### config.mk
export PLATFORM = sky130hd
export DESIGN_NAME = barcode_library_match_core
export DESIGN_NICKNAME = d
export VERILOG_FILES = /design/src/rtl/blm_pkg.sv /design/src/rtl/blm_ram.sv /design/src/rtl/blm_score.sv /design/src/rtl/barcode_library_match_core.sv
export SDC_FILE = /design/constraint.sdc
export NUM_CORES = 2
export LEC_CHECK = 0
export BUFFER_PORTS_ARGS = -buffer_cell sky130_fd_sc_hd__buf_2
export CORE_UTILIZATION = 44
export DETAILED_ROUTE_END_ITERATION = 8
export MAX_ROUTING_LAYER = met4
export SLEW_MARGIN = 0
export SYNTH_ARGS = -nofsm -noshare
export SYNTH_HDL_FRONTEND = slang
export SYNTH_HIERARCHICAL = 1
export SYNTH_SLANG_ARGS = --single-unit
### constraint.sdc
create_clock -name clk -period 7.86 [get_ports clk]
set_clock_uncertainty 0.15 [all_clocks]
set_input_delay 1.572 -clock clk [delete_from_list [all_inputs] [get_ports clk]]
set_output_delay 1.572 -clock clk [all_outputs]
set_load 0.03 [all_outputs]
### src/rtl/blm_pkg.sv
package blm_pkg;

	// field widths fixed by the interface
	localparam int LEN_W = 5;
	localparam int IDX_OUT_W = 6;
	localparam int ENTRY_W = 6;
	localparam int ALLOW_W = 5;
	localparam int COUNT_W = 7;

	// configuration register indexes
	localparam logic REG_ALLOWED = 1'b0;
	localparam logic REG_COUNT = 1'b1;

	// command codes
	localparam logic CMD_LOAD = 1'b0;
	localparam logic CMD_QUERY = 1'b1;

	typedef enum logic [1:0] {
		ST_IDLE,
		ST_SCAN,
		ST_WAIT
	} state_t;

	// score of one library entry against the query
	typedef struct packed {
		logic exact;
		logic [LEN_W-1:0] score;
	} score_t;

endpackage

### src/rtl/blm_ram.sv
module blm_ram #(
	parameter int WIDTH = 53,
	parameter int DEPTH = 64,
	parameter int AW = 6
) (
	input logic clk,
	input logic we,
	input logic [AW-1:0] waddr,
	input logic [WIDTH-1:0] wdata,
	input logic [AW-1:0] raddr,
	output logic [WIDTH-1:0] rdata
);

	logic [WIDTH-1:0] mem [DEPTH];

	// one write port, one registered read port
	always_ff @(posedge clk) begin
		if (we) begin
			mem[waddr] <= wdata;
		end
		rdata <= mem[raddr];
	end

endmodule

### src/rtl/blm_score.sv
module blm_score #(
	parameter int MAX_LEN = 16
) (
	input logic [3*MAX_LEN-1:0] q_bases,
	input logic [blm_pkg::LEN_W-1:0] q_len,
	input logic [3*MAX_LEN-1:0] e_bases,
	input logic [blm_pkg::LEN_W-1:0] e_len,
	input logic allow_zero,
	output blm_pkg::score_t result
);
	import blm_pkg::*;

	logic eq_len;
	logic [MAX_LEN-1:0] mism;
	logic [3*MAX_LEN-1:0] lng, sht;
	logic [LEN_W-1:0] llen, slen;
	logic [MAX_LEN:0] hit;
	logic sub;

	assign eq_len = (e_len == q_len);

	// per-base mismatch flags; bases past the length are stored as zero
	always_comb begin
		for (int j = 0; j < MAX_LEN; j++) begin
			mism[j] = (q_bases[3*j +: 3] != e_bases[3*j +: 3]);
		end
	end

	// order the pair as longer and shorter
	always_comb begin
		if (q_len > e_len) begin
			lng = q_bases;
			llen = q_len;
			sht = e_bases;
			slen = e_len;
		end else begin
			lng = e_bases;
			llen = e_len;
			sht = q_bases;
			slen = q_len;
		end
	end

	// substring test at every offset in parallel
	always_comb begin
		for (int o = 0; o <= MAX_LEN; o++) begin
			hit[o] = ((o + int'(slen)) <= int'(llen));
			for (int j = 0; j < MAX_LEN; j++) begin
				if (j >= int'(slen)) begin
					hit[o] = hit[o];
				end else if (o + j < MAX_LEN) begin
					if (lng[3*(o+j) +: 3] != sht[3*j +: 3]) begin
						hit[o] = 1'b0;
					end
				end else begin
					hit[o] = 1'b0;
				end
			end
		end
		sub = |hit;
	end

	always_comb begin
		result.exact = eq_len && (mism == '0);
		if (eq_len) begin
			result.score = allow_zero ? q_len : LEN_W'($countones(mism));
		end else begin
			result.score = sub ? '0 : q_len;
		end
	end

endmodule

### src/rtl/barcode_library_match_core.sv
// Barcode library matcher.
// Input channel (valid/ready): cmd 0 loads seq_bases/seq_length into slot
// entry_index of the library; cmd 1 queries a sequence. A load gives no
// result and leaves the core idle, so loads can follow each other every
// cycle while no query is in work. A query gives one result (found,
// match_index) on the output channel. The scan searches library_count
// entries, saturated to LIB_DEPTH, up to and including the first exact
// match. Each entry passes the read issue, the memory read and the scoring
// stage; the result is then registered and moved to the output register.
// An empty library skips the scan and goes straight to the output register.
// One request is in work at a time; ready stays low from an accepted query
// until its result moves to the output register. Ready is high while idle,
// also while a finished result still waits on the output register. If the
// receiver stalls, the result holds in the output register and a further
// finished query waits in its own state, with ready low, until the register
// frees.
// APB port: register 0 allowed_mismatches at 0x0, register 1 library_count
// at 0x4; write only while idle.
// Reset clears control state and sets allowed_mismatches to 1 and
// library_count to 0. Library contents are undefined until loaded.
module barcode_library_match_core #(
	parameter int MAX_LEN = 16,
	parameter int LIB_DEPTH = 64
) (
	input logic clk,
	input logic arst_n,
	input logic in_valid,
	output logic in_ready,
	input logic [0:0] cmd,
	input logic [blm_pkg::ENTRY_W-1:0] entry_index,
	input logic [3*MAX_LEN-1:0] seq_bases,
	input logic [blm_pkg::LEN_W-1:0] seq_length,
	output logic out_valid,
	input logic out_ready,
	output logic [0:0] found,
	output logic [blm_pkg::IDX_OUT_W-1:0] match_index,
	input logic psel,
	input logic penable,
	input logic pwrite,
	input logic [2:0] paddr,
	input logic [31:0] pwdata,
	output logic [31:0] prdata,
	output logic pready
);
	import blm_pkg::*;

	localparam int AW = (LIB_DEPTH > 1) ? $clog2(LIB_DEPTH) : 1;
	localparam int CNT_W = $clog2(LIB_DEPTH + 1);
	localparam int BW = 3 * MAX_LEN;
	localparam int RW = BW + LEN_W;

	state_t state_q, state_d;

	logic [ALLOW_W-1:0] allowed_q;
	logic [COUNT_W-1:0] count_reg_q;

	logic [BW-1:0] q_bases_q;
	logic [LEN_W-1:0] q_len_q;
	logic [CNT_W-1:0] count_q;

	logic [CNT_W-1:0] rd_cnt_q;
	logic [AW-1:0] idx_s1, idx_s2;
	logic vld_s1, vld_s2;
	score_t score_s2;

	logic have_q, uniq_q;
	logic [LEN_W-1:0] best_q;
	logic [AW-1:0] bidx_q;
	logic res_found_q;
	logic [AW-1:0] res_idx_q;

	// input sequence: clamp length, zero bases past it
	logic [LEN_W-1:0] in_len;
	logic [BW-1:0] in_bases;
	always_comb begin
		in_len = (seq_length > LEN_W'(MAX_LEN)) ? LEN_W'(MAX_LEN) : seq_length;
		for (int j = 0; j < MAX_LEN; j++) begin
			in_bases[3*j +: 3] = (j < int'(in_len)) ? seq_bases[3*j +: 3] : 3'b000;
		end
	end

	logic in_acc, out_acc, cfg_wr;
	assign in_ready = (state_q == ST_IDLE);
	assign in_acc = in_valid && in_ready;
	assign out_acc = out_valid && out_ready;
	assign cfg_wr = psel && penable && pwrite;
	assign pready = 1'b1;

	// configuration registers
	always_ff @(posedge clk or negedge arst_n) begin
		if (!arst_n) begin
			allowed_q <= ALLOW_W'(1);
			count_reg_q <= '0;
		end else if (cfg_wr) begin
			if (paddr[2] == REG_ALLOWED) begin
				allowed_q <= pwdata[ALLOW_W-1:0];
			end else begin
				count_reg_q <= pwdata[COUNT_W-1:0];
			end
		end
	end

	assign prdata = (paddr[2] == REG_ALLOWED) ? 32'(allowed_q) : 32'(count_reg_q);

	// library memory: bases and length per entry
	logic [AW+ENTRY_W-1:0] slot_ext;
	logic ram_we;
	logic [AW-1:0] raddr;
	logic [RW-1:0] rdata;
	assign slot_ext = {{AW{1'b0}}, entry_index};
	assign ram_we = in_acc && (cmd == CMD_LOAD) && (32'(entry_index) < LIB_DEPTH);
	assign raddr = rd_cnt_q[AW-1:0];

	blm_ram #(
		.WIDTH(RW),
		.DEPTH(LIB_DEPTH),
		.AW(AW)
	) u_ram (
		.clk(clk),
		.we(ram_we),
		.waddr(slot_ext[AW-1:0]),
		.wdata({in_len, in_bases}),
		.raddr(raddr),
		.rdata(rdata)
	);

	// score the entry read last cycle
	score_t score_c;
	blm_score #(
		.MAX_LEN(MAX_LEN)
	) u_score (
		.q_bases(q_bases_q),
		.q_len(q_len_q),
		.e_bases(rdata[BW-1:0]),
		.e_len(rdata[RW-1:BW]),
		.allow_zero(allowed_q == '0),
		.result(score_c)
	);

	// saturated entry count for a new query
	logic [CNT_W-1:0] count_sat;
	assign count_sat = (32'(count_reg_q) > LIB_DEPTH) ? CNT_W'(LIB_DEPTH)
		: CNT_W'(count_reg_q);

	// running minimum, including the entry now at stage two
	logic nhave, nuniq;
	logic [LEN_W-1:0] nbest;
	logic [AW-1:0] nbidx;
	logic last_s2, done;
	always_comb begin
		nhave = have_q;
		nuniq = uniq_q;
		nbest = best_q;
		nbidx = bidx_q;
		if (vld_s2) begin
			if (!have_q || score_s2.score < best_q) begin
				nhave = 1'b1;
				nuniq = 1'b1;
				nbest = score_s2.score;
				nbidx = idx_s2;
			end else if (score_s2.score == best_q) begin
				nuniq = 1'b0;
				nbidx = idx_s2;
			end
		end
		last_s2 = vld_s2 && (CNT_W'(idx_s2) == count_q - CNT_W'(1));
		done = vld_s2 && (score_s2.exact || last_s2);
	end

	// next state
	always_comb begin
		state_d = state_q;
		case (state_q)
			ST_IDLE: begin
				if (in_acc && cmd == CMD_QUERY) begin
					state_d = (count_sat == '0) ? ST_WAIT : ST_SCAN;
				end
			end
			ST_SCAN: begin
				if (done) begin
					state_d = ST_WAIT;
				end
			end
			ST_WAIT: begin
				if (!out_valid || out_ready) begin
					state_d = ST_IDLE;
				end
			end
			default: state_d = ST_IDLE;
		endcase
	end

	always_ff @(posedge clk or negedge arst_n) begin
		if (!arst_n) begin
			state_q <= ST_IDLE;
		end else begin
			state_q <= state_d;
		end
	end

	// query latch
	always_ff @(posedge clk) begin
		if (in_acc && cmd == CMD_QUERY) begin
			q_bases_q <= in_bases;
			q_len_q <= in_len;
			count_q <= count_sat;
		end
	end

	// read issue and scoring pipeline
	always_ff @(posedge clk or negedge arst_n) begin
		if (!arst_n) begin
			rd_cnt_q <= '0;
			vld_s1 <= 1'b0;
			vld_s2 <= 1'b0;
			have_q <= 1'b0;
			uniq_q <= 1'b0;
		end else if (state_q != ST_SCAN || done) begin
			rd_cnt_q <= '0;
			vld_s1 <= 1'b0;
			vld_s2 <= 1'b0;
			have_q <= 1'b0;
			uniq_q <= 1'b0;
		end else begin
			vld_s1 <= (rd_cnt_q < count_q);
			if (rd_cnt_q < count_q) begin
				rd_cnt_q <= rd_cnt_q + CNT_W'(1);
			end
			vld_s2 <= vld_s1;
			have_q <= nhave;
			uniq_q <= nuniq;
		end
	end

	always_ff @(posedge clk) begin
		idx_s1 <= raddr;
		idx_s2 <= idx_s1;
		score_s2 <= score_c;
		best_q <= nbest;
		bidx_q <= nbidx;
	end

	// final result
	always_ff @(posedge clk) begin
		if (state_q == ST_IDLE) begin
			res_found_q <= 1'b0;
			res_idx_q <= '0;
		end else if (state_q == ST_SCAN && done) begin
			if (score_s2.exact) begin
				res_found_q <= 1'b1;
				res_idx_q <= idx_s2;
			end else if (nhave && nuniq && (ALLOW_W'(nbest) <= allowed_q)) begin
				res_found_q <= 1'b1;
				res_idx_q <= nbidx;
			end else begin
				res_found_q <= 1'b0;
				res_idx_q <= '0;
			end
		end
	end

	// output register
	logic [AW+IDX_OUT_W-1:0] res_ext;
	assign res_ext = {{IDX_OUT_W{1'b0}}, res_idx_q};
	always_ff @(posedge clk or negedge arst_n) begin
		if (!arst_n) begin
			out_valid <= 1'b0;
		end else if (state_q == ST_WAIT && (!out_valid || out_ready)) begin
			out_valid <= 1'b1;
		end else if (out_acc) begin
			out_valid <= 1'b0;
		end
	end

	always_ff @(posedge clk) begin
		if (state_q == ST_WAIT && (!out_valid || out_ready)) begin
			found <= res_found_q;
			match_index <= res_ext[IDX_OUT_W-1:0];
		end
	end

	a_no_accept_scan: assert property (@(posedge clk) disable iff (!arst_n)
		(state_q == ST_SCAN) |-> !in_ready)
		else $error("input taken during scan");
	a_pipe_in_scan: assert property (@(posedge clk) disable iff (!arst_n)
		(vld_s1 || vld_s2) |-> (state_q == ST_SCAN))
		else $error("scan pipeline busy outside scan");
	a_read_bound: assert property (@(posedge clk) disable iff (!arst_n)
		(state_q == ST_SCAN) |-> (rd_cnt_q <= count_q))
		else $error("read past library count");
	a_zero_index: assert property (@(posedge clk) disable iff (!arst_n)
		(out_valid && !found) |-> (match_index == '0))
		else $error("index set without match");

endmodule

==> results.md <==
- Netlist cell types: 92
- Initial DRT Pass Iterations: 5
- Vias: 75,000
- First-pass GRT wire length: 570,000 um
- EDFF count, synth: 3,459
- Total Routing Usage GR: about a quarter
- Multi-input gate area: 36,700 um^2
- Placed Cells: ~12,000
- CORE AREA: ~330,000 um^2
- CTS root buf: clkbuf_16
- Final nets: ~7,700
- Clock Pin Slew Worst Setup and Hold Paths: 60 ps
- Worst Hold Depth: 0
- Hold/Removal Path Class: register to register
- Post-Syn Area per Cell: 20.1 um^2
- Critical Path AT: between 7000 and 8000 ps
- Most used DFF post-synth: edfxtp_1
- CP peak stage delay: 600 ps
- Share of the synthesized area in the top cell type: a little under three quarters
- CP dominant cell by count: ha_1
- Fmax: approximately 140 MHz
- Filler cell count in the final layout: around 26,000
- Die width: ~580 um
- Final WL: 404,000 um
- Sequential share of power: a little under two fifths
- CTS tree: yes
- Peak VDD IR: roughly 0.36 mV
- TNS Setup: 0 ps
- Initial antenna violation count: 39
- Warning count from the yosys run: 6
- DRC violations left: 0
- IO Pins: 144
- Critical-path cell list: inv_1 > ha_1 > nor2_1 > o311ai_1 > a21oi_4 > a21boi_2 > inv_2 > ha_1 > o21ai_0 > nand2b_1 > xnor2_1 > ha_1 > a21o_1 > a21oi_1 > a31oi_1 > a221o_1 > or4_1 > nor4_1 > or4_1 > o31ai_1 > buf_4 > a221o_2 > a32o_1
- Slew HR: just under 7%
- Gate power share: around a third
- CTS Sinks: between 3,000 and 4,000
- R2R cell count: 23
- NetSw: around 0.019 W
- PortBufs: 90
- First DRT Iteration DRCs: 8,485
- Pwr Density: 358 nW/um^2
- Total stage count of the critical path: 23
- Hold_buf cts: 0
- Top-count cell post-synth: edfxtp_1
- Post-route minimum period: between 7000 and 8000 ps
- Dpl hpwl: ~240,000 um
- Final setup vio count: 0
- Largest net degree at the start of global routing: about 120
- Largest delay contributor family on the critical path: compound AO/OA/AOI/OAI gates
- Critical path fanouts, max: 14
- Run status: completed
- Required time worst endpoint: around 8500 ps
- Share of layout cells above drive strength 1: 25.3%
- Post-Layout Cell Count: 12,200
- Setup repair after global routing missed its margin: false
- Clock latency on the worst-skew pair: just over 900 ps
- CTS Buf Count: between 300 and 400
- Synth cell count leaders: 3,459 x edfxtp_1, 846 x mux4_2, 316 x xnor2_1, 192 x clkbuf_1, 168 x xor2_1
- Vias in the first global route: 75,900
- GP Congestion: slightly above 0.9
- Post-synth ARST share: less than 1%
- Die H: ~580 um
- Syn Inst Count: 7,207
- CTS Buffer Depth: 4
- Max-cap violations: 0
- H-tree Lvls: 5
- WL/cell: roughly 33 um
- Slowest-stage cell, CP: o311ai_1
- Area grow syn2layout: 13.2%
- Via/cell ratio: approximately 6.1
- Register Area: 106,000 um^2
- Period utilization: just under 90%
- Clk pwr share: about 29%
- Internal Power: 0.0395 W
- Row cnt: 210
- Critical path class: register to register
- Antenna Nets Post-Route: 0
- Slew Viols, Final: 0
- CP Capture Type: register
- Count of final hold-check violations: 0
- Hold Worst Slack: 175 ps
- GRT Residual Overflow: 0
- Yosys reg bits: 3,574
- Sw Ratio: 32.9%
- # Post-CTS Setup Buffers: 0
- Top post-synthesis cells by area: edfxtp_1 72%, mux4_2 13%, xnor2_1 1.9%, dfxtp_1 1.2%, xor2_1 1.0%
- CP startpoint kind: register
- Synth Cell Area: 145,000 um^2
- CP bufs+invs: 3
- Sequential area share after synthesis: 73.4%
- Die area: 332,000 um^2
- Leak: roughly 52 nW
- Post-cts sizing count: 0
- Cell taking the most area after synthesis: edfxtp_1
- Starting Density: about 44%
- Worst-Margin Slew: 1390 ps
[metrics by stage]
step | total power, W | util (%) | setup slack [ps] | cell area (um^2)
2_1_floorplan | 0.0361 | - | 942 | 145000
3_3_place_gp | 0.0420 | 46.5 | 1000 | 152000
3_5_place_dp | 0.0422 | 46.5 | 969 | 152000
4_1_cts | 0.0591 | 50.1 | 927 | 164000
5_1_grt | 0.0611 | 50.1 | 405 | 164000
6_report | 0.0588 | 50.1 | 850 | 164000
[final timing paths]
check | from | to | slack, ps
max | u_ram/rdata[49]$_DFF_P_ | score_s2[0]$_DFF_P_ | 850
min | idx_s1[5]$_DFF_P_ | idx_s2[5]$_DFF_P_ | 180
max reg2reg | u_ram/rdata[49]$_DFF_P_ | score_s2[0]$_DFF_P_ | 850
min reg2reg | idx_s1[5]$_DFF_P_ | idx_s2[5]$_DFF_P_ | 180
max in group asynchronous | arst_n | rd_cnt_q[2]$_DFFE_PN0P_ | 6540
min in group asynchronous | arst_n | out_valid$_DFFE_PN0P_ | 510
[power by group through the flow]
stage / clock [W] / combinational [W] / sequential, W
finish: 0.0170 / 0.0199 / 0.0219
global route: 0.0180 / 0.0212 / 0.0219
CTS: 0.0172 / 0.0199 / 0.0219
detailed placement: 0 / 0.0198 / 0.0223
global placement: 0 / 0.0197 / 0.0223
floorplan: 0 / 0.0143 / 0.0218
[cell usage in the layout, fill, tap and decap left out, drive strengths merged, types with 84 or more instances in the layout]
| master | count |
|---|---|
| xnor2 | 316 |
| nor2 | 161 |
| mux4 | 846 |
| ha | 84 |
| clkbuf | 466 |
| a22o | 95 |
| a21oi | 148 |
| edfxtp | 3459 |
| inv | 106 |
| mux2i | 144 |
| a221oi | 103 |
| xor2 | 168 |
| clkinv | 161 |
| buf | 402 |
| o22ai | 130 |
| a31oi | 91 |
| dfxtp | 89 |
[layer usage]
metal / wire, um / vias to the layer above / GRT usage (%)
met4: 12900 / 0 / 7.24
met1: 162000 / 40400 / 33.7
li1: - / 30500 / -
met5: 0 / - / -
met2: 195000 / 3397 / 39.5
met3: 33600 / 674 / 3.92
[cell type report]
cell class | count | area share, %
timing repair buffer | 402 | 2.06
multi-input combinational | 3092 | 22.4
tap | 4346 | 3.32
clock buffer | 466 | 6.02
antenna | 23 | 0.0351
clock inverter | 205 | 1.12
sequential | 3574 | 64.8
inverter | 93 | 0.213
[state kept, by name (all words and copies together) (netlist names), 7 cells and up]
name / cells
u_ram/mem: 3392
count_q: 7
u_ram/rdata: 53
rd_cnt_q: 7
count_reg_q: 7
q_bases_q: 48
[worst register-to-register path, stage by stage, from the launching register on]
cell and delay [ps]:
dfxtp_1 480, inv_1 130, ha_1 560, nor2_1 130, o311ai_1 600, a21oi_4 290
a21boi_2 480, inv_2 240, ha_1 280, o21ai_0 120, nand2b_1 180, xnor2_1 250
ha_1 290, a21o_1 170, a21oi_1 140, a31oi_1 100, a221o_1 390, or4_1 490
nor4_1 280, or4_1 190, o31ai_1 130, buf_4 160, a221o_2 400, a32o_1 260
[cells by family (layout without fill, tap and decap cells)]
| family | count (synthesis) | in the layout | synth area share (%) |
|---|---|---|---|
| xor gates and xnor gates | 484 | 484 | 2.93 |
| muxes | 1012 | 1012 | 14.4 |
| and+or+nand+nor | 587 | 587 | 2.09 |
| DFF | 3574 | 3574 | 73.4 |
| AOI/OAI and AO/OA | 888 | 888 | 4.31 |
| buffers and inverters | 565 | 1166 | 2.02 |
| adders and majority gates | 95 | 95 | 0.877 |
| other | 2 | 49 | 0.00518 |
(Power assumes the default switching activity.)
